[src/rtl/core/sqvg_pkg.sv]
// ----------------------------------------------------------------------------
// sqvg_pkg
// Types, widths and codes shared by the shape quad vertex generator.
// ----------------------------------------------------------------------------
package sqvg_pkg;

	// fixed field widths
	localparam int COORD_W = 24;
	localparam int SIZE_W  = 23;
	localparam int TEX_W   = 24;

	// internal widths, sized for the worst geometry of a rounded rectangle
	localparam int GEO_W = 27;
	localparam int NUM_W = 30;
	localparam int DEN_W = 27;

	// divider organization
	localparam int Q_W            = 24;
	localparam int DIV_STEPS      = 4;
	localparam int DIV_STAGES     = Q_W / DIV_STEPS;
	localparam int DIV_LAT        = DIV_STAGES + 3;

	localparam logic signed [TEX_W-1:0] S24_MAX = 24'sh7FFFFF;
	localparam logic signed [TEX_W-1:0] S24_MIN = 24'sh800000;

	// request codes
	localparam logic [2:0] FUNC_RECT          = 3'd0;
	localparam logic [2:0] FUNC_ELLIPSE       = 3'd1;
	localparam logic [2:0] FUNC_RECT_SLICE    = 3'd2;
	localparam logic [2:0] FUNC_ELLIPSE_SLICE = 3'd3;
	localparam logic [2:0] FUNC_ROUNDED       = 3'd4;

	localparam logic LIST_RECT    = 1'b0;
	localparam logic LIST_ELLIPSE = 1'b1;

	// vertex order inside a quad
	localparam logic [1:0] CORNER_RT = 2'd0;
	localparam logic [1:0] CORNER_RB = 2'd1;
	localparam logic [1:0] CORNER_LB = 2'd2;
	localparam logic [1:0] CORNER_LT = 2'd3;

	localparam logic [4:0] VTX_LAST_QUAD    = 5'd3;
	localparam logic [4:0] VTX_LAST_ROUNDED = 5'd27;

	typedef struct packed {
		logic                    valid;
		logic                    list;
		logic signed [GEO_W-1:0] sx;
		logic signed [GEO_W-1:0] sy;
		logic signed [GEO_W-1:0] sw;
		logic signed [GEO_W-1:0] sh;
		logic signed [GEO_W-1:0] rx;
		logic signed [GEO_W-1:0] ry;
		logic signed [GEO_W-1:0] rw;
		logic signed [GEO_W-1:0] rh;
		logic [SIZE_W-1:0]       th;
		logic [1:0]              corner;
		logic                    run_end;
	} geo_t;

	typedef struct packed {
		logic                    valid;
		logic                    list;
		logic [COORD_W-1:0]      pos_x;
		logic [COORD_W-1:0]      pos_y;
		logic signed [NUM_W-1:0] num_x;
		logic signed [NUM_W-1:0] num_y;
		logic signed [DEN_W-1:0] den_xu;
		logic signed [DEN_W-1:0] den_xs;
		logic signed [DEN_W-1:0] den_yu;
		logic signed [DEN_W-1:0] den_ys;
		logic                    prim_end;
		logic                    run_end;
	} prep_t;

	typedef struct packed {
		logic               valid;
		logic               list;
		logic [COORD_W-1:0] pos_x;
		logic [COORD_W-1:0] pos_y;
		logic               prim_end;
		logic               run_end;
	} side_t;

	function automatic logic [COORD_W-1:0] sat_coord(input logic signed [GEO_W:0] v);
		logic signed [GEO_W:0] hi;
		logic signed [GEO_W:0] lo;
		logic [COORD_W-1:0]    r;
		hi = (GEO_W+1)'(S24_MAX);
		lo = (GEO_W+1)'(S24_MIN);
		if (v > hi) begin
			r = S24_MAX;
		end else if (v < lo) begin
			r = S24_MIN;
		end else begin
			r = v[COORD_W-1:0];
		end
		return r;
	endfunction

endpackage

[src/rtl/core/sqvg_div.sv]
// ----------------------------------------------------------------------------
// sqvg_div
// Pipelined rounding divider: round(num * 2^FRAC / den), saturated to 24 bits.
// ----------------------------------------------------------------------------
module sqvg_div #(
	parameter int FRAC = 16
) (
	input  logic                                clk,
	input  logic                                en,
	input  logic signed [sqvg_pkg::NUM_W-1:0]   num,
	input  logic signed [sqvg_pkg::DEN_W-1:0]   den,
	output logic [sqvg_pkg::TEX_W-1:0]          q
);

	localparam int NW  = sqvg_pkg::NUM_W;
	localparam int DW  = sqvg_pkg::DEN_W;
	localparam int QW  = sqvg_pkg::Q_W;
	localparam int XW  = NW + FRAC + 2;
	localparam int DDW = DW + 1;
	localparam int NST = sqvg_pkg::DIV_STAGES;
	localparam int NSP = sqvg_pkg::DIV_STEPS;

	typedef struct packed {
		logic neg;
		logic zero;
		logic npos;
		logic nneg;
		logic ovf;
	} div_flags_t;

	div_flags_t       flags_s1;
	logic [NW-1:0]    an_s1;
	logic [DW-1:0]    ad_s1;

	logic [XW-1:0]    nfull;
	logic [XW-1:0]    nhi;
	logic [DDW-1:0]   dfull;

	div_flags_t       flags_s [0:NST];
	logic [DDW-1:0]   rem_s   [0:NST];
	logic [QW-1:0]    nlo_s   [0:NST];
	logic [QW-1:0]    quo_s   [0:NST];
	logic [DDW-1:0]   d_s     [0:NST];

	// sign handling and magnitudes
	always_ff @(posedge clk) begin
		if (en) begin
			flags_s1 <= {num[NW-1] ^ den[DW-1], den == '0, !num[NW-1] && (num != '0),
				num[NW-1], 1'b0};
			an_s1 <= num[NW-1] ? NW'(-num) : NW'(num);
			ad_s1 <= den[DW-1] ? DW'(-den) : DW'(den);
		end
	end

	// (|n| * 2^(FRAC+1) + |d|) / (2|d|); a quotient of 2^23 or more only saturates
	assign nfull = (XW'(an_s1) << (FRAC + 1)) + XW'(ad_s1);
	assign dfull = {ad_s1, 1'b0};
	assign nhi   = nfull >> QW;

	always_ff @(posedge clk) begin
		if (en) begin
			flags_s[0] <= {flags_s1.neg, flags_s1.zero, flags_s1.npos, flags_s1.nneg,
				nhi >= XW'(dfull)};
			rem_s[0]   <= DDW'(nhi);
			nlo_s[0]   <= nfull[QW-1:0];
			quo_s[0]   <= '0;
			d_s[0]     <= dfull;
		end
	end

	for (genvar k = 0; k < NST; k++) begin : g_stage
		logic [DDW-1:0] rem_c;
		logic [QW-1:0]  nlo_c;
		logic [QW-1:0]  quo_c;

		always_comb begin
			logic [DDW:0] trial;
			rem_c = rem_s[k];
			nlo_c = nlo_s[k];
			quo_c = quo_s[k];
			for (int j = 0; j < NSP; j++) begin
				trial = {rem_c, nlo_c[QW-1]};
				nlo_c = nlo_c << 1;
				if (trial >= (DDW+1)'(d_s[k])) begin
					trial = trial - (DDW+1)'(d_s[k]);
					quo_c = {quo_c[QW-2:0], 1'b1};
				end else begin
					quo_c = {quo_c[QW-2:0], 1'b0};
				end
				rem_c = trial[DDW-1:0];
			end
		end

		always_ff @(posedge clk) begin
			if (en) begin
				flags_s[k+1] <= flags_s[k];
				rem_s[k+1]   <= rem_c;
				nlo_s[k+1]   <= nlo_c;
				quo_s[k+1]   <= quo_c;
				d_s[k+1]     <= d_s[k];
			end
		end
	end

	logic       big;
	div_flags_t fl;
	logic [QW-1:0] qv;

	assign fl  = flags_s[NST];
	assign qv  = quo_s[NST];
	assign big = fl.ovf || qv[QW-1];

	always_ff @(posedge clk) begin
		if (en) begin
			if (fl.zero) begin
				q <= fl.npos ? sqvg_pkg::S24_MAX : (fl.nneg ? sqvg_pkg::S24_MIN : '0);
			end else if (fl.neg) begin
				q <= big ? sqvg_pkg::S24_MIN : -qv;
			end else begin
				q <= big ? sqvg_pkg::S24_MAX : qv;
			end
		end
	end

endmodule

[config.mk]
export PLATFORM = sky130hd
export DESIGN_NAME = sqvg_div
export DESIGN_NICKNAME = d
export VERILOG_FILES = /design/src/rtl/core/sqvg_pkg.sv /design/src/rtl/core/sqvg_div.sv
export SDC_FILE = /design/constraint.sdc
export NUM_CORES = 2
export LEC_CHECK = 0
export BUFFER_PORTS_ARGS = -buffer_cell sky130_fd_sc_hd__buf_2
export CAP_MARGIN = 30
export CORE_ASPECT_RATIO = 1.75
export CORE_UTILIZATION = 50
export DETAILED_ROUTE_END_ITERATION = 10
export MAX_ROUTING_LAYER = met4
export PLACE_DENSITY_LB_ADDON = 0.25
export SYNTH_ARGS = -nofsm -noshare
export SYNTH_HDL_FRONTEND = slang
export SYNTH_SLANG_ARGS = --single-unit
[constraint.sdc]
create_clock -name clk -period 13.22 [get_ports clk]
set_input_delay 1.322 -clock clk [delete_from_list [all_inputs] [get_ports clk]]
set_output_delay 1.322 -clock clk [all_outputs]
set_load 0.005 [all_outputs]
==> flow_summary.yaml, run 1 <==
floorplanning:
  rows: 164
  die_h_microns: 451
  die_w_microns: 259
  initial_core_util: 0.505
  io_pins: 83
place:
  gp_congestion: 1.18
  dpl_cell_area_sq_um: 66900
  detailedPlace.worstSlack_ns: -0.992
  io_buffers: 82
  dp_cells: 8941
  dp_hpwl_mm: 199
cts:
  clk_path_buf_depth: 3
  ctsHoldBuffers: 0
  cts.sinks: 536
  root_buffer: "clkbuf_16"
  h-tree-depth: 2
  cts_made_buffers: 55
synthesis:
  synth_cell_types: 100
  synthTopCellsByArea: "edfxtp_1 28%, ha_1 15%, xnor2_1 6.2%, a21oi_1 5.0%, a21o_1 4.0%"
  yosysTopAreaCell: "edfxtp_1"
  synth_top_area_frac: 0.279
  syn-cell-area_sq_um: 57700
  yosysMostFrequentCell: "ha_1"
  synth_cells: 6568
  synth.yosys.seq_area_share: 0.279
  synth.ff_latch_count: 536
  synth-edff-count: 536
  async_flop_share: 0
  syn_area_per_cell_sq_um: 8.79
  synth-main-ff-cell: "edfxtp_1"
  synth_common_cells: "680 x ha_1, 576 x a21oi_1, 536 x edfxtp_1"
  yosys_warnings: 0
  synthesis.nets: 7331
status:
  error: "[ERROR GRT-0232] Routing congestion too high. Check the congestion heatmap in the GUI."
  status: "did not finish"
  haltStage: "5_1_grt"
global_route:
  grt.overflow.total: 4
  track_usage: 0.462
  grt_max_degree: 145
sta:
  worst_endpoint_kind: "sequential cell input"
  grt-worst-endpoint: "rem_s[5][26]$_DFFE_PP_/D"
-- metal layers --
metal | overflow | track usage
met1 | 0 | 0.378
met2 | 3 | 0.763
met3 | 0 | 0.142
met4 | 1 | 0.543
met5 | - | -
-- logic make-up after synthesis --
| family | Yosys count | synth area share |
|---|---|---|
| AOI/OAI and AO/OA | 2069 | 0.234 |
| and+or+nand+nor | 1802 | 0.153 |
| adders and majority gates | 704 | 0.156 |
| buffers and inverters | 616 | 0.0411 |
| xor gates and xnor gates | 587 | 0.0891 |
| DFF | 536 | 0.279 |
| muxes | 254 | 0.0485 |
-- repair_timing --
action                                  CTS
endpoints found under the setup margin   80
resized for setup                        19
pin swaps                                 2
setup buffers                             1
-- stage by stage --
step | utilization | setup TNS [ns] | hold slack, ns
after global placement | 0.585 | -37.21 | 0.400
after detailed placement | 0.585 | -36.13 | 0.405
after CTS | 0.602 | -0.0289 | 0.415
after floorplan | - | 0 | 0.400
==> inputs of run 2 (changes only) <==
Settings changed: CORE_ASPECT_RATIO 1.75 to default, CORE_UTILIZATION 50 to 35, MAX_ROUTING_LAYER met4 to default, PLACE_DENSITY_LB_ADDON 0.25 to 0.15.
Clock period 13.22 ns to 17.19 ns, I/O delays scaled along.
==> flow_summary.yaml, run 2 <==
status:
  status: "finished, final reports clean"
global_route:
  grt.overflow.total: 0
  gr-max-usage-layer: "met2"
  grt_util_met1: 0.306
  grt_first_pass_wirelength_mm: 292
  grtUsageMet3: 0.0304
  track_usage: 0.228
  global_route.usage.met2: 0.378
  grt_pass1_vias: 47400
  grt_max_degree: 90
  antenna_found_initial: 11
synthesis:
  yosysTopAreaCell: "edfxtp_1"
  syn-cell-area_sq_um: 57700
  async_flop_share: 0
  synth_common_cells: "680 x ha_1, 576 x a21oi_1, 536 x edfxtp_1"
  synth_cell_types: 100
  synth.ff_latch_count: 536
  synth_top_area_frac: 0.279
  synth.yosys.seq_area_share: 0.279
  synthTopCellsByArea: "edfxtp_1 28%, ha_1 15%, xnor2_1 6.2%, a21oi_1 5.0%, a21o_1 4.0%"
  synth_cells: 6568
  syn_area_per_cell_sq_um: 8.79
  synth-main-ff-cell: "edfxtp_1"
  yosys_warnings: 0
  synthesis.nets: 7331
  yosysMostFrequentCell: "ha_1"
  synth-edff-count: 536
hold_path:
  min_path_type: "register to register"
  min_path_cells: 0
  min_to: "flags_s[1][0]"
  min_from: "flags_s[0][0]"
cts:
  ctsHoldBuffers: 0
  cts_made_buffers: 67
  cts_resized: 0
  h-tree-depth: 3
  clk_pin_slew_ns: 0.06
  clk_path_buf_depth: 3
  cts_setup_buffers: 0
  cts.sinks: 536
  root_buffer: "clkbuf_16"
  clk_latency_ns: 0.67
  cts_tree: "built"
sta:
  setup_viol: 0
  relSlewSlack: 0.295
  hold_viol: 0
  fmax_mhz: 62.7
  rsz0062_at_grt: "no"
  clock_skew_ns: 0.0433
  drv_slew: 0
  fin_crit_ns: 15.94
  post-route-period-util: 0.927
  worst_slew_pin_slew_ns: 1.05
  finalSetupTns_ns: 0
critical_path:
  slowest_stage: "and2_1"
  critical_path_class: "register to register"
  r2r-end: "rem_s[4][2]"
  reg2reg_slack_ns: 1.25
  r2r_cells: 48
  cpPeakStageDelay_ns: 0.68
  required_ns: 17.57
  crit_arrival_ns: 16.32
  cp-start-kind: "register"
  cp_max_fo: 28
  r2r-start: "d_s[3][20]"
  cp-end-kind: "register"
place:
  gp_congestion: 0.911
  io_buffers: 82
  dp_hpwl_mm: 158
final_layout:
  top_register: "rem_s"
  syn2layout_area_growth_pct: 8.95
  drive_above_1_share: 0.0750
  fillerInstances: 16700
  final_cell_mix: "680 x ha_1, 576 x a21oi_1, 536 x edfxtp_1, 480 x nor2_1, 469 x nand2_1"
  reg.largest.list: "rem_s (164), d_s (88), quo_s (84)"
  largest_reg_flops: 164
  final_common_cell: "ha_1"
  nets: 7362
floorplanning:
  fp.coreArea_sq_um: 163000
  die_h_microns: 408
  die_w_microns: 408
  initial_core_util: 0.353
  io_pins: 83
  die-area_sq_um: 167000
  rows: 148
detailed_routing:
  post_drt_wl_per_cell_microns: 22.2
  drc: 0
  drt-total-wl_mm: 196
  drt_iter0_drc: 3508
  via_per_inst: 5.65
  postRouteAntennaNets: 0
  drtPass1Iterations: 5
  via_count: 49900
run:
  max_cap_viol_count: 0
[run 2: cell counts after synthesis]
Identical to the previous run, type by type.
[run 2: worst max path at each step]
| stage | slack, ns | to | from |
|---|---|---|---|
| after floorplan | 4.94 | rem_s[5][16] | nlo_s[4][16] |
| after global placement | 1.34 | rem_s[4][1] | d_s[3][20] |
| after CTS | 1.39 | rem_s[4][2] | d_s[3][20] |
| final | 1.25 | rem_s[4][2] | d_s[3][20] |
| after detailed placement | 1.46 | rem_s[4][2] | d_s[3][20] |
| after global routing | 0.23 | rem_s[4][1] | d_s[3][20] |
[run 2: critical path, delay by kind of cell (launching register included)]
family	cells	cell delay [ns]
adders and majority gates	4	1.80
AOI/OAI and AO/OA	27	7.66
muxes	1	0.35
DFF	1	0.61
and+or+nand+nor	11	3.59
buffers and inverters	5	1.57
[run 2: metrics by stage]
step                worst slack, ns  utilization  instance area (sq um)  hold WS [ns]  std cells
floorplan                      4.94            -                  57700         0.400       6568
global placement               1.34        0.371                  60600         0.402       8702
CTS                            1.39        0.385                  62900         0.406       8827
detailed placement             1.46        0.371                  60600         0.405       8705
finish                         1.25        0.385                  62900         0.412       8828
global route                  0.228        0.385                  62900         0.415       8827
[run 2: per-layer routing]
layer	vias up	routed length [microns]
li1	24600	-
met1	23900	89600
met2	1190	90900
met3	261	9330
met4	6	6020
met5	-	42
[run 2: cell type report]
cell class,count,area [sq um],share of cell area
antenna,1,2.50,0.0000398
clock inverter,50,567,0.00901
inverter,449,1690,0.0268
tap,2175,2720,0.0433
timing repair buffer,129,798,0.0127
multi-input combinational,5416,39300,0.625
clock buffer,72,1720,0.0273
sequential,536,16100,0.256
[run 2: kinds of logic (layout without fill, tap and decap cells)]
kind of cell             Yosys count  count (layout)  synth area share
XOR/XNOR                         587             587            0.0891
flip-flops                       536             536             0.279
buffers and inverters            616             700            0.0411
multiplexers                     254             254            0.0485
adder cells (fa/ha/maj)          704             704             0.156
AND/OR/NAND/NOR                 1802            1802             0.153
AO/OA/AOI/OAI                   2069            2069             0.234
other                              0               1                 0
Power of run 2 is not shown: default switching activity piles up to over one toggle a cycle in this logic, so the estimate is an artifact.
