<file path="src/rtl/core/sqvg_pkg.sv">
// ----------------------------------------------------------------------------
// sqvg_pkg
// Types, widths and codes shared by the shape quad vertex generator.
// ----------------------------------------------------------------------------
package sqvg_pkg;

	// fixed field widths
	localparam int COORD_W = 24;
	localparam int SIZE_W  = 23;
	localparam int TEX_W   = 24;

	// internal widths, sized for the worst geometry of a rounded rectangle
	localparam int GEO_W = 27;
	localparam int NUM_W = 30;
	localparam int DEN_W = 27;

	// divider organization
	localparam int Q_W            = 24;
	localparam int DIV_STEPS      = 4;
	localparam int DIV_STAGES     = Q_W / DIV_STEPS;
	localparam int DIV_LAT        = DIV_STAGES + 3;

	localparam logic signed [TEX_W-1:0] S24_MAX = 24'sh7FFFFF;
	localparam logic signed [TEX_W-1:0] S24_MIN = 24'sh800000;

	// request codes
	localparam logic [2:0] FUNC_RECT          = 3'd0;
	localparam logic [2:0] FUNC_ELLIPSE       = 3'd1;
	localparam logic [2:0] FUNC_RECT_SLICE    = 3'd2;
	localparam logic [2:0] FUNC_ELLIPSE_SLICE = 3'd3;
	localparam logic [2:0] FUNC_ROUNDED       = 3'd4;

	localparam logic LIST_RECT    = 1'b0;
	localparam logic LIST_ELLIPSE = 1'b1;

	// vertex order inside a quad
	localparam logic [1:0] CORNER_RT = 2'd0;
	localparam logic [1:0] CORNER_RB = 2'd1;
	localparam logic [1:0] CORNER_LB = 2'd2;
	localparam logic [1:0] CORNER_LT = 2'd3;

	localparam logic [4:0] VTX_LAST_QUAD    = 5'd3;
	localparam logic [4:0] VTX_LAST_ROUNDED = 5'd27;

	typedef struct packed {
		logic                    valid;
		logic                    list;
		logic signed [GEO_W-1:0] sx;
		logic signed [GEO_W-1:0] sy;
		logic signed [GEO_W-1:0] sw;
		logic signed [GEO_W-1:0] sh;
		logic signed [GEO_W-1:0] rx;
		logic signed [GEO_W-1:0] ry;
		logic signed [GEO_W-1:0] rw;
		logic signed [GEO_W-1:0] rh;
		logic [SIZE_W-1:0]       th;
		logic [1:0]              corner;
		logic                    run_end;
	} geo_t;

	typedef struct packed {
		logic                    valid;
		logic                    list;
		logic [COORD_W-1:0]      pos_x;
		logic [COORD_W-1:0]      pos_y;
		logic signed [NUM_W-1:0] num_x;
		logic signed [NUM_W-1:0] num_y;
		logic signed [DEN_W-1:0] den_xu;
		logic signed [DEN_W-1:0] den_xs;
		logic signed [DEN_W-1:0] den_yu;
		logic signed [DEN_W-1:0] den_ys;
		logic                    prim_end;
		logic                    run_end;
	} prep_t;

	typedef struct packed {
		logic               valid;
		logic               list;
		logic [COORD_W-1:0] pos_x;
		logic [COORD_W-1:0] pos_y;
		logic               prim_end;
		logic               run_end;
	} side_t;

	function automatic logic [COORD_W-1:0] sat_coord(input logic signed [GEO_W:0] v);
		logic signed [GEO_W:0] hi;
		logic signed [GEO_W:0] lo;
		logic [COORD_W-1:0]    r;
		hi = (GEO_W+1)'(S24_MAX);
		lo = (GEO_W+1)'(S24_MIN);
		if (v > hi) begin
			r = S24_MAX;
		end else if (v < lo) begin
			r = S24_MIN;
		end else begin
			r = v[COORD_W-1:0];
		end
		return r;
	endfunction

endpackage

</file>
<file path="src/rtl/core/sqvg_prep.sv">
// ----------------------------------------------------------------------------
// sqvg_prep
// Per-vertex positions, texture numerators and divisors.
// ----------------------------------------------------------------------------
module sqvg_prep (
	input  logic           clk,
	input  logic           arst_n,
	input  logic           advance,
	input  sqvg_pkg::geo_t geo_s1,
	output sqvg_pkg::prep_t prep_s2
);

	localparam int GW = sqvg_pkg::GEO_W;
	localparam int NW = sqvg_pkg::NUM_W;
	localparam int DW = sqvg_pkg::DEN_W;

	logic                 right, bottom;
	logic signed [GW:0]   px, ey;
	logic signed [NW-1:0] dx, dy;
	logic signed [DW-1:0] th2;
	sqvg_pkg::prep_t      prep_c;

	assign right  = (geo_s1.corner == sqvg_pkg::CORNER_RT) || (geo_s1.corner == sqvg_pkg::CORNER_RB);
	assign bottom = (geo_s1.corner == sqvg_pkg::CORNER_RB) || (geo_s1.corner == sqvg_pkg::CORNER_LB);

	assign px  = (GW+1)'(geo_s1.sx) + (right ? (GW+1)'(geo_s1.sw) : '0);
	assign ey  = (GW+1)'(geo_s1.sy) + (bottom ? (GW+1)'(geo_s1.sh) : '0);
	assign dx  = NW'(px) - NW'(geo_s1.rx);
	assign dy  = NW'(ey) - NW'(geo_s1.ry);
	assign th2 = DW'({1'b0, geo_s1.th, 1'b0});

	always_comb begin
		prep_c          = '0;
		prep_c.valid    = geo_s1.valid;
		prep_c.list     = geo_s1.list;
		prep_c.pos_x    = sqvg_pkg::sat_coord(px);
		prep_c.pos_y    = sqvg_pkg::sat_coord(-ey);
		prep_c.num_x    = (dx <<< 1) - NW'(geo_s1.rw);
		prep_c.num_y    = (dy <<< 1) - NW'(geo_s1.rh);
		prep_c.den_xu   = DW'(geo_s1.rw);
		prep_c.den_yu   = DW'(geo_s1.rh);
		prep_c.den_xs   = DW'(geo_s1.rw) - th2;
		prep_c.den_ys   = DW'(geo_s1.rh) - th2;
		prep_c.prim_end = (geo_s1.corner == sqvg_pkg::CORNER_LT);
		prep_c.run_end  = geo_s1.run_end && (geo_s1.corner == sqvg_pkg::CORNER_LT);
	end

	always_ff @(posedge clk or negedge arst_n) begin
		if (!arst_n) begin
			prep_s2 <= '0;
		end else if (advance) begin
			prep_s2 <= prep_c;
		end
	end

endmodule

</file>
<file path="config.mk">
export PLATFORM = sky130hd
export DESIGN_NAME = sqvg_prep
export DESIGN_NICKNAME = d
export VERILOG_FILES = /design/src/rtl/core/sqvg_pkg.sv /design/src/rtl/core/sqvg_prep.sv
export SDC_FILE = /design/constraint.sdc
export NUM_CORES = 1
export LEC_CHECK = 0
export ABC_AREA = 1
export BUFFER_PORTS_ARGS = -buffer_cell sky130_fd_sc_hd__buf_2
export CORE_AREA = 2 2 191 193
export DETAILED_ROUTE_END_ITERATION = 10
export DIE_AREA = 0 0 193 195
export PLACE_DENSITY_LB_ADDON = 0.1
export SLEW_MARGIN = 25
export SYNTH_ARGS = -nofsm -noshare
export SYNTH_HDL_FRONTEND = slang
export SYNTH_SLANG_ARGS = --single-unit
</file>
<file path="constraint.sdc">
create_clock -name clk -period 1.1 [get_ports clk]
set_input_delay 0.055 -clock clk [delete_from_list [all_inputs] [get_ports clk]]
set_output_delay 0.055 -clock clk [all_outputs]
set_load 0.005 [all_outputs]
</file>
==> reports/results.ini, run 1 <==
[clock_tree]
clock-sinks=216
cts_hold_buffers=48
post_cts_resized=680
clock_path_buffers=3
cts_buffers=26
post_cts_buffers=151
cts_root_buf=clkbuf_16
htree_levels=1

[floorplanning]
die_w_um=193
fp-row-count=69
start_util=0.598
die_h_um=195
ios=467

[yosys]
synth_fp_nets=3620
ys_types=52
avgSynthCellArea_um2=6.73
synth_area_um2=21200
async_flop_share=1.00
synth_warnings=0
synth_edf_count=0
ys_seq_area_frac=0.255
ys_ff_latch=216
syn_inst=3148
ys.flop_type=dfrtp_1

[placement]
port_buffers=466
gp_congestion=1.06
dp_hpwl_mm=73.3
dpl_worst_slack_ns=-4.33

[run_status]
lastStage=4_1_cts
status=did not finish
firstError=[ERROR DPL-0038] Utilization greater than 100%, impossible to legalize

Yosys cell counts (13+ instances only):
master / number / area share
a21oi_1: 263 / 0.062
ha_1: 217 / 0.13
nor2_1: 270 / 0.048
nand2_2: 27 / 0.0080
inv_1: 466 / 0.083
o21bai_1: 13 / 0.0046
o211ai_1: 18 / 0.0064
nand4_1: 34 / 0.010
nor2_2: 17 / 0.0050
clkbuf_1: 45 / 0.0080
nand2_1: 797 / 0.14
a31oi_1: 35 / 0.010
xnor2_1: 74 / 0.031
o21ai_1: 14 / 0.0033
or2_2: 19 / 0.0056
nand3_1: 109 / 0.026
a21oi_2: 21 / 0.0087
dfrtp_1: 216 / 0.26
a21boi_0: 16 / 0.0057
nor3_1: 36 / 0.0085
xor2_1: 86 / 0.036
o21ai_0: 222 / 0.052
o21a_1: 26 / 0.0092
cell families after synthesis:
group,count (synthesis),synth area share
flip-flops,216,0.255
XOR/XNOR,160,0.0662
adder cells (fa/ha/maj),225,0.136
AND/OR/NAND/NOR,1345,0.266
AO/OA/AOI/OAI,671,0.180
buffers and inverters,531,0.0967
through the flow:
| stage | utilization | TNS, ns | cells | cell area (um^2) |
|---|---|---|---|---|
| after global placement | 0.866 | -347.76 | 4820 | 30700 |
| after floorplan | - | -274.70 | 3148 | 21800 |
| after detailed placement | 0.866 | -367.42 | 4820 | 30700 |
==> run 2, diff against run 1 <==
--- a/config.mk
+++ b/config.mk
@@ -7,10 +7,10 @@
 export LEC_CHECK = 0
 export ABC_AREA = 1
 export BUFFER_PORTS_ARGS = -buffer_cell sky130_fd_sc_hd__buf_2
-export CORE_AREA = 2 2 191 193
+export CORE_AREA = 2 2 234 236
 export DETAILED_ROUTE_END_ITERATION = 10
-export DIE_AREA = 0 0 193 195
-export PLACE_DENSITY_LB_ADDON = 0.1
+export DIE_AREA = 0 0 236 238
+export PLACE_DENSITY_LB_ADDON = 0.15
 export SLEW_MARGIN = 25
 export SYNTH_ARGS = -nofsm -noshare
 export SYNTH_HDL_FRONTEND = slang
==> run 2 against run 1 <==
- the flow now finishes, with violations (hold timing, setup timing)
- area after synthesis unchanged
- synthesized cell count unchanged
==> reports/results.ini, run 2 <==
[run_status]
status=complete, but fails checks
violations=hold timing, setup timing

[timing]
maxSlewViolCount=0
fmax_mhz=210
rsz0062_at_grt=yes
final_hold_viol_count=3
skew_ns=0
finalSetupViolCount=369
fin_crit_sh=4.34
worstMarginPinSlew_ns=0.424
slew_headroom=0.714
hold_slack_ns=-0.135
min_period_ns=4.77
setup_ws_ns=-3.67

[detailed_routing]
drt_iter0_drc=1788
firstDrtPassIters=5
drc=0
drt_wl_total_mm=93.9
routedWlPerCell_um=17.6
antenna_left=0
num_vias=26800
viasPerCell=5.04

[yosys]
yosys.area_share.simple=0.266
avgSynthCellArea_um2=6.73
synth.top_cells.by_area=dfrtp_1 (26%), nand2_1 (14%), ha_1 (13%)
yosys-mux-area-fraction=0
synth_edf_count=0
ys_ff_latch=216
synth_area_um2=21200
synth_xor_area_frac=0.0662
synth_fp_nets=3620
synth-adder-area-share=0.136
ys.flop_type=dfrtp_1
ys_seq_area_frac=0.255
synth_most_common_cell=nand2_1
yosys-top-cells-count=nand2_1 (797), inv_1 (466), nor2_1 (270), a21oi_1 (263), o21ai_0 (222)
syn_inst=3148
yosysTopAreaCellShare=0.255
yosysTopAreaCell=dfrtp_1
ys_types=52
synth_compound_area_frac=0.180
async_flop_share=1.00
synth_top_family_by_area=simple AND/OR/NAND/NOR gates
synth_warnings=0

[global_routing]
grt_pass1_vias=24900
antenna_found_initial=4
grtUsageTotal=0.299
grt-ovfl-total=0
grt_max_degree=69
grt_pass1_wl_mm=133

[cells_and_area]
layout-drive-gt1-share=0.509
largestRegisters=prep_s2 x216
nNetsFinal=5079
largest_register_ffs=216
layout_commonest_cell=buf_4
post-route-util=0.721
fillers=4166
final_cell_mix=buf_4 (830), nand2_1 (643), buf_2 (461)
instances_no_fill=5328
area_growth_pct=82.1
top_register=prep_s2

[clock_tree]
htree_levels=1
cts_root_buf=clkbuf_16
worstSkewPairLatency_ns=0.57
clock_path_buffers=3
cts_buffers=27
clk_pin_slew_ns=0.06
cts_tree=yes
clock-sinks=216

[placement]
dp_hpwl_mm=69.9
dp.cells=5074
port_buffers=466
gp_congestion=0.985

[pwr]
ir_drop_v=0.00142
p_per_area_nw_per_um2=1950
leakage_nw=19.5

[floorplanning]
fp-row-count=85
die_h_um=238
die_area_um2=56200
die_w_um=236
ios=467
start_util=0.396
core_area_um2=53500

[setup_path]
crit_fanout=7
startpoint_type=input port
cpMostUsedCell=buf_4
worstRegToRegCells=2
crit_slowest_cell=or4_4
crit_required_ns=1.57
critPathBufInv=10
rrSetupSlack_ns=0.32
crit_arrival_ns=5.24
r2r_end=prep_s2[80]
end_kind=register
r2r_start=prep_s2[80]
path_class=input port to register
critPathTopFamily=simple AND/OR/NAND/NOR gates
cpPeakStageDelay_ns=0.50

[min_path]
hold_start=geo_s1[27]
hold_class=input port to register
holdPathEnd=prep_s2[111]
min_delay_path_depth=3

[job]
maxCapViolCount=0

## run 2: cell counts after synthesis
Identical to the previous run, type by type.
## run 2: how the worst max path moves through the flow
stage | start | end | depth (start not counted)
finish | geo_s1[1] | prep_s2[169] | 36
global route | geo_s1[1] | prep_s2[169] | 33
CTS | geo_s1[2] | prep_s2[169] | 34
detailed placement | geo_s1[2] | prep_s2[169] | 34
global placement | geo_s1[2] | prep_s2[139] | 36
floorplan | geo_s1[2] | prep_s2[169] | 33
## run 2: what timing repair did
item,CTS,global route
setup buffers,58,103
hold endpoints to repair,283,4
cloned,0,6
setup endpoints to repair,367,532
hold buffers,63,1
gates resized for setup,327,694
pin swaps,132,367
## run 2: through the flow
stage / instance area, um^2 / setup WS (ns) / power (W) / hold WS [ns] / TNS [ns]
5_1_grt: 38600 / -3.90 / 0.0796 / -0.129 / -308.26
4_1_cts: 34600 / -3.52 / 0.0646 / -0.159 / -260.99
3_3_place_gp: 31100 / -4.17 / 0.0493 / -0.0297 / -351.11
2_1_floorplan: 21800 / -3.80 / 0.0303 / -0.241 / -274.70
3_5_place_dp: 31100 / -4.27 / 0.0495 / -0.0269 / -356.41
6_report: 38600 / -3.67 / 0.0753 / -0.135 / -270.30
## run 2: cell type report
type | instances | area [um^2] | area share
clock inverters | 16 | 143 | 0.00370
clock buffers | 34 | 732 | 0.0190
diodes | 4 | 10.0 | 0.000260
repair buffers | 1491 | 11000 | 0.285
inverters | 470 | 1800 | 0.0467
well taps | 696 | 871 | 0.0226
flip-flops and latches | 216 | 5410 | 0.140
multi-input cells | 2401 | 18600 | 0.482
## run 2: cells by family (layout without fill, tap and decap cells)
family          after synthesis  count (layout)
compound gates              671             671
xor+xnor                    160             160
fa+ha+maj                   225             225
buf+inv                     531            2011
simple gates               1345            1345
flops                       216             216
other cells                   0               4
## run 2: power by group
part / total [W] / switching (W) / internal (W)
registers: 0.0114 / 0.00143 / 0.00999
clock network: 0.00901 / 0.00401 / 0.00500
logic: 0.0549 / 0.0272 / 0.0277
total: 0.0753 / 0.0327 / 0.0427
## run 2: tightest hold or removal path, cell delays in order
cell     delay (ns)
buf_2          0.11
fa_1           0.16
o21ai_1        0.06
## run 2: metal layers
| layer | GRT usage | up-vias | routed length (um) |
|---|---|---|---|
| met1 | 0.403 | 12600 | 40400 |
| met2 | 0.496 | 789 | 44700 |
| met5 | 0 | - | 7 |
| met4 | 0.0874 | 2 | 3510 |
| met3 | 0.0444 | 191 | 5270 |
| li1 | - | 13200 | - |
Note: power is estimated with default switching activity, not from simulation.
==> run 3, diff against run 2 <==
--- a/config.mk
+++ b/config.mk
@@ -5,12 +5,12 @@
 export SDC_FILE = /design/constraint.sdc
 export NUM_CORES = 1
 export LEC_CHECK = 0
-export ABC_AREA = 1
 export BUFFER_PORTS_ARGS = -buffer_cell sky130_fd_sc_hd__buf_2
-export CORE_AREA = 2 2 234 236
+export CORE_AREA = 2 2 228 230
 export DETAILED_ROUTE_END_ITERATION = 10
-export DIE_AREA = 0 0 236 238
+export DIE_AREA = 0 0 230 232
 export PLACE_DENSITY_LB_ADDON = 0.15
+export SETUP_SLACK_MARGIN = 0.3
 export SLEW_MARGIN = 25
 export SYNTH_ARGS = -nofsm -noshare
 export SYNTH_HDL_FRONTEND = slang
==> run 3 against run 2 <==
- the run still ends with hold timing, setup timing left
- area after synthesis decreased by 5.0%
- final cell count shrank 19%
- die area decreased by 5.0%
- count of clock-buffer cells in the layout grew 6
- register-to-register slack got worse by 0.06 ns
- critical path depth increased by 2
- final area fell by 14%
- routed wire length down 17%
- synthesized cell count decreased by 27%
- non-clock buffer count decreased by 178
==> reports/results.ini, run 3 <==
[yosys]
synth_fp_nets=2778
synth.top_cells.by_area=dfrtp_1 (27%), ha_1 (14%), mux2_2 (7.1%)
syn_inst=2306
synth_compound_area_frac=0.217
ys_ff_latch=216
synth_warnings=0
yosys.area_share.simple=0.162
synth_area_um2=20100
synth_most_common_cell=inv_1
avgSynthCellArea_um2=8.72
synth_edf_count=0
synth_top_family_by_area=compound AO/OA/AOI/OAI gates
ys.flop_type=dfrtp_1
synth_xor_area_frac=0.0815
yosysTopAreaCellShare=0.269
yosysTopAreaCell=dfrtp_1
ys_types=85
ys_seq_area_frac=0.269
async_flop_share=1.00
yosys-top-cells-count=inv_1 (221), ha_1 (217), dfrtp_1 (216), a21oi_1 (161), nor2_1 (138)
synth-adder-area-share=0.143
yosys-mux-area-fraction=0.0726

[run_status]
violations=hold timing, setup timing
status=complete, but fails checks

[setup_path]
r2r_start=prep_s2[131]
crit_required_ns=1.56
crit_slowest_cell=ha_1
crit_fanout=4
cpMostUsedCell=buf_6
startpoint_type=input port
crit_arrival_ns=5.93
r2r_end=prep_s2[131]
cpPeakStageDelay_ns=0.36
rrSetupSlack_ns=0.26
path_class=input port to register
worstRegToRegCells=1
end_kind=register
critPathLaunch=geo_s1[2]

[detailed_routing]
drt_iter0_drc=781
antenna_left=0
firstDrtPassIters=5
routedWlPerCell_um=18.2
drt_wl_total_mm=78.3
viasPerCell=5.17
num_vias=22200
drc=0

[timing]
fin_crit_sh=4.97
slew_headroom=0.579
fmax_mhz=183
rsz0062_at_grt=yes
skew_ns=0
hold_slack_ns=-0.167
setup_ws_ns=-4.37
min_period_ns=5.47
maxSlewViolCount=0
worstMarginPinSlew_ns=0.631
final_hold_viol_count=16
finalSetupViolCount=372

[floorplanning]
ios=467
die_w_um=230
die_h_um=232
fp-row-count=83
die_area_um2=53400
core_area_um2=50900
start_util=0.395

[min_path]
hold_start=geo_s1[3]
holdPathEnd=prep_s2[3]
hold_class=input port to register
min_delay_path_depth=3

[placement]
dpl_worst_slack_ns=-5.09
gp_congestion=0.960
dp_hpwl_mm=62.1
port_buffers=466
place_area_um2=29300

[job]
maxCapViolCount=0

[cells_and_area]
largest_register_ffs=216
largestRegisters=prep_s2 x216
multiInputGateArea_um2=15700
fillers=4270
nNetsFinal=4057
layout-drive-gt1-share=0.499
area_growth_pct=65.4
final_cell_mix=buf_4 (719), buf_2 (459), dfrtp_1 (216)
final-seq-area_um2=5410
top_register=prep_s2
design_area_um2=33200
layout_commonest_cell=buf_4

[pwr]
switching_share=0.391
p_per_area_nw_per_um2=1880
pwr-share-comb=0.657
p_clk_frac=0.157
power_frac_seq=0.186
intPower_w=0.0381
ir_drop_v=0.00129
power.switching_w=0.0245
leakage_nw=16.6

[global_routing]
grtUsageTotal=0.283
grt_max_degree=56
grt_pass1_vias=23000
grt-ovfl-total=0
antenna_found_initial=9
grt_pass1_wl_mm=121

[clock_tree]
worstSkewPairLatency_ns=0.58
htree_levels=1
cts_root_buf=clkbuf_16
clock_path_buffers=3
cts_tree=yes
clock-sinks=216
clk_pin_slew_ns=0.06
cts_buffers=29

[run 3: changes by cell type in the layout (fill, tap and decap cells not counted), sizes merged, moves of 65 or more]
| cell | before | now |
|---|---|---|
| mux2 | 0 | 127 |
| buf | 1420 | 1251 |
| nor2b | 0 | 65 |
| inv | 473 | 222 |
| a21oi | 285 | 162 |
| nand2 | 824 | 113 |
| nor2 | 292 | 138 |
| o21ai | 236 | 107 |
| a21o | 8 | 78 |
[run 3: stage by stage]
step           cells  TNS [ns]  total power [W]  hold WS (ns)  utilization
3_3_place_gp    4091   -440.74           0.0453       -0.0998        0.577
4_1_cts         4251   -376.25           0.0597        -0.214        0.633
6_report        4293   -362.63           0.0626        -0.167        0.653
3_5_place_dp    4091   -449.28           0.0460        -0.103        0.577
2_1_floorplan   2306   -346.90           0.0308        -0.241            -
5_1_grt         4292   -394.41           0.0666        -0.185        0.653
[run 3: repair_timing]
item                                   CTS  global route
gates cloned                             2             1
setup endpoints to repair              376           384
buffers inserted                        45            32
hold buffers                            61             2
endpoints found under the hold margin  287            18
pin swaps                              159           146
resized for setup                      200           149
[run 3: routing by layer]
metal  GRT usage  wire length [um]  vias to the layer above  share of wire
met4       0.124              3710                        2          0.047
met5           0                11                        -        0.00014
met3      0.0215              2900                      158          0.037
met1       0.331             31600                    10700           0.40
met2       0.528             40100                      531           0.51
li1            -                 -                    10800              -
[run 3: critical path, delay by kind of cell]
kind	cells	cell delay (ns)
compound gates	14	2.37
fa+ha+maj	5	1.34
buf+inv	9	0.93
simple gates	6	0.62
xor+xnor	3	0.34
mux	1	0.26
[run 3: cell type report]
| class | count | area share |
|---|---|---|
| multi-input cells | 1803 | 0.472 |
| repair buffers | 1313 | 0.283 |
| clock buffers | 40 | 0.0243 |
| well taps | 680 | 0.0256 |
| inverters | 222 | 0.0272 |
| diodes | 7 | 0.000527 |
| flip-flops and latches | 216 | 0.163 |
| clock inverters | 12 | 0.00467 |
[run 3: worst max-delay path by stage]
stage              endpoint  slack (ns)  depth (start not counted)
4_1_cts        prep_s2[168]       -4.33                         37
3_3_place_gp   prep_s2[168]       -4.98                         38
6_report       prep_s2[159]       -4.37                         38
5_1_grt        prep_s2[159]       -4.63                         38
3_5_place_dp   prep_s2[168]       -5.09                         38
2_1_floorplan  prep_s2[137]       -4.58                         30
[run 3: logic make-up after synthesis]
logic type               Yosys count
AND/OR/NAND/NOR                  631
AO/OA/AOI/OAI                    630
buffers and inverters            287
adder cells (fa/ha/maj)          225
flip-flops                       216
XOR/XNOR                         187
multiplexers                     130
[run 3: power by group through the flow]
stage	Sequential, W	Combinational [W]	Clock [W]
after floorplan	0.0116	0.0192	0
after global placement	0.0117	0.0337	0
after global routing	0.0119	0.0445	0.0103
after detailed placement	0.0117	0.0343	0
after CTS	0.0116	0.0381	0.0100
final	0.0117	0.0411	0.00982
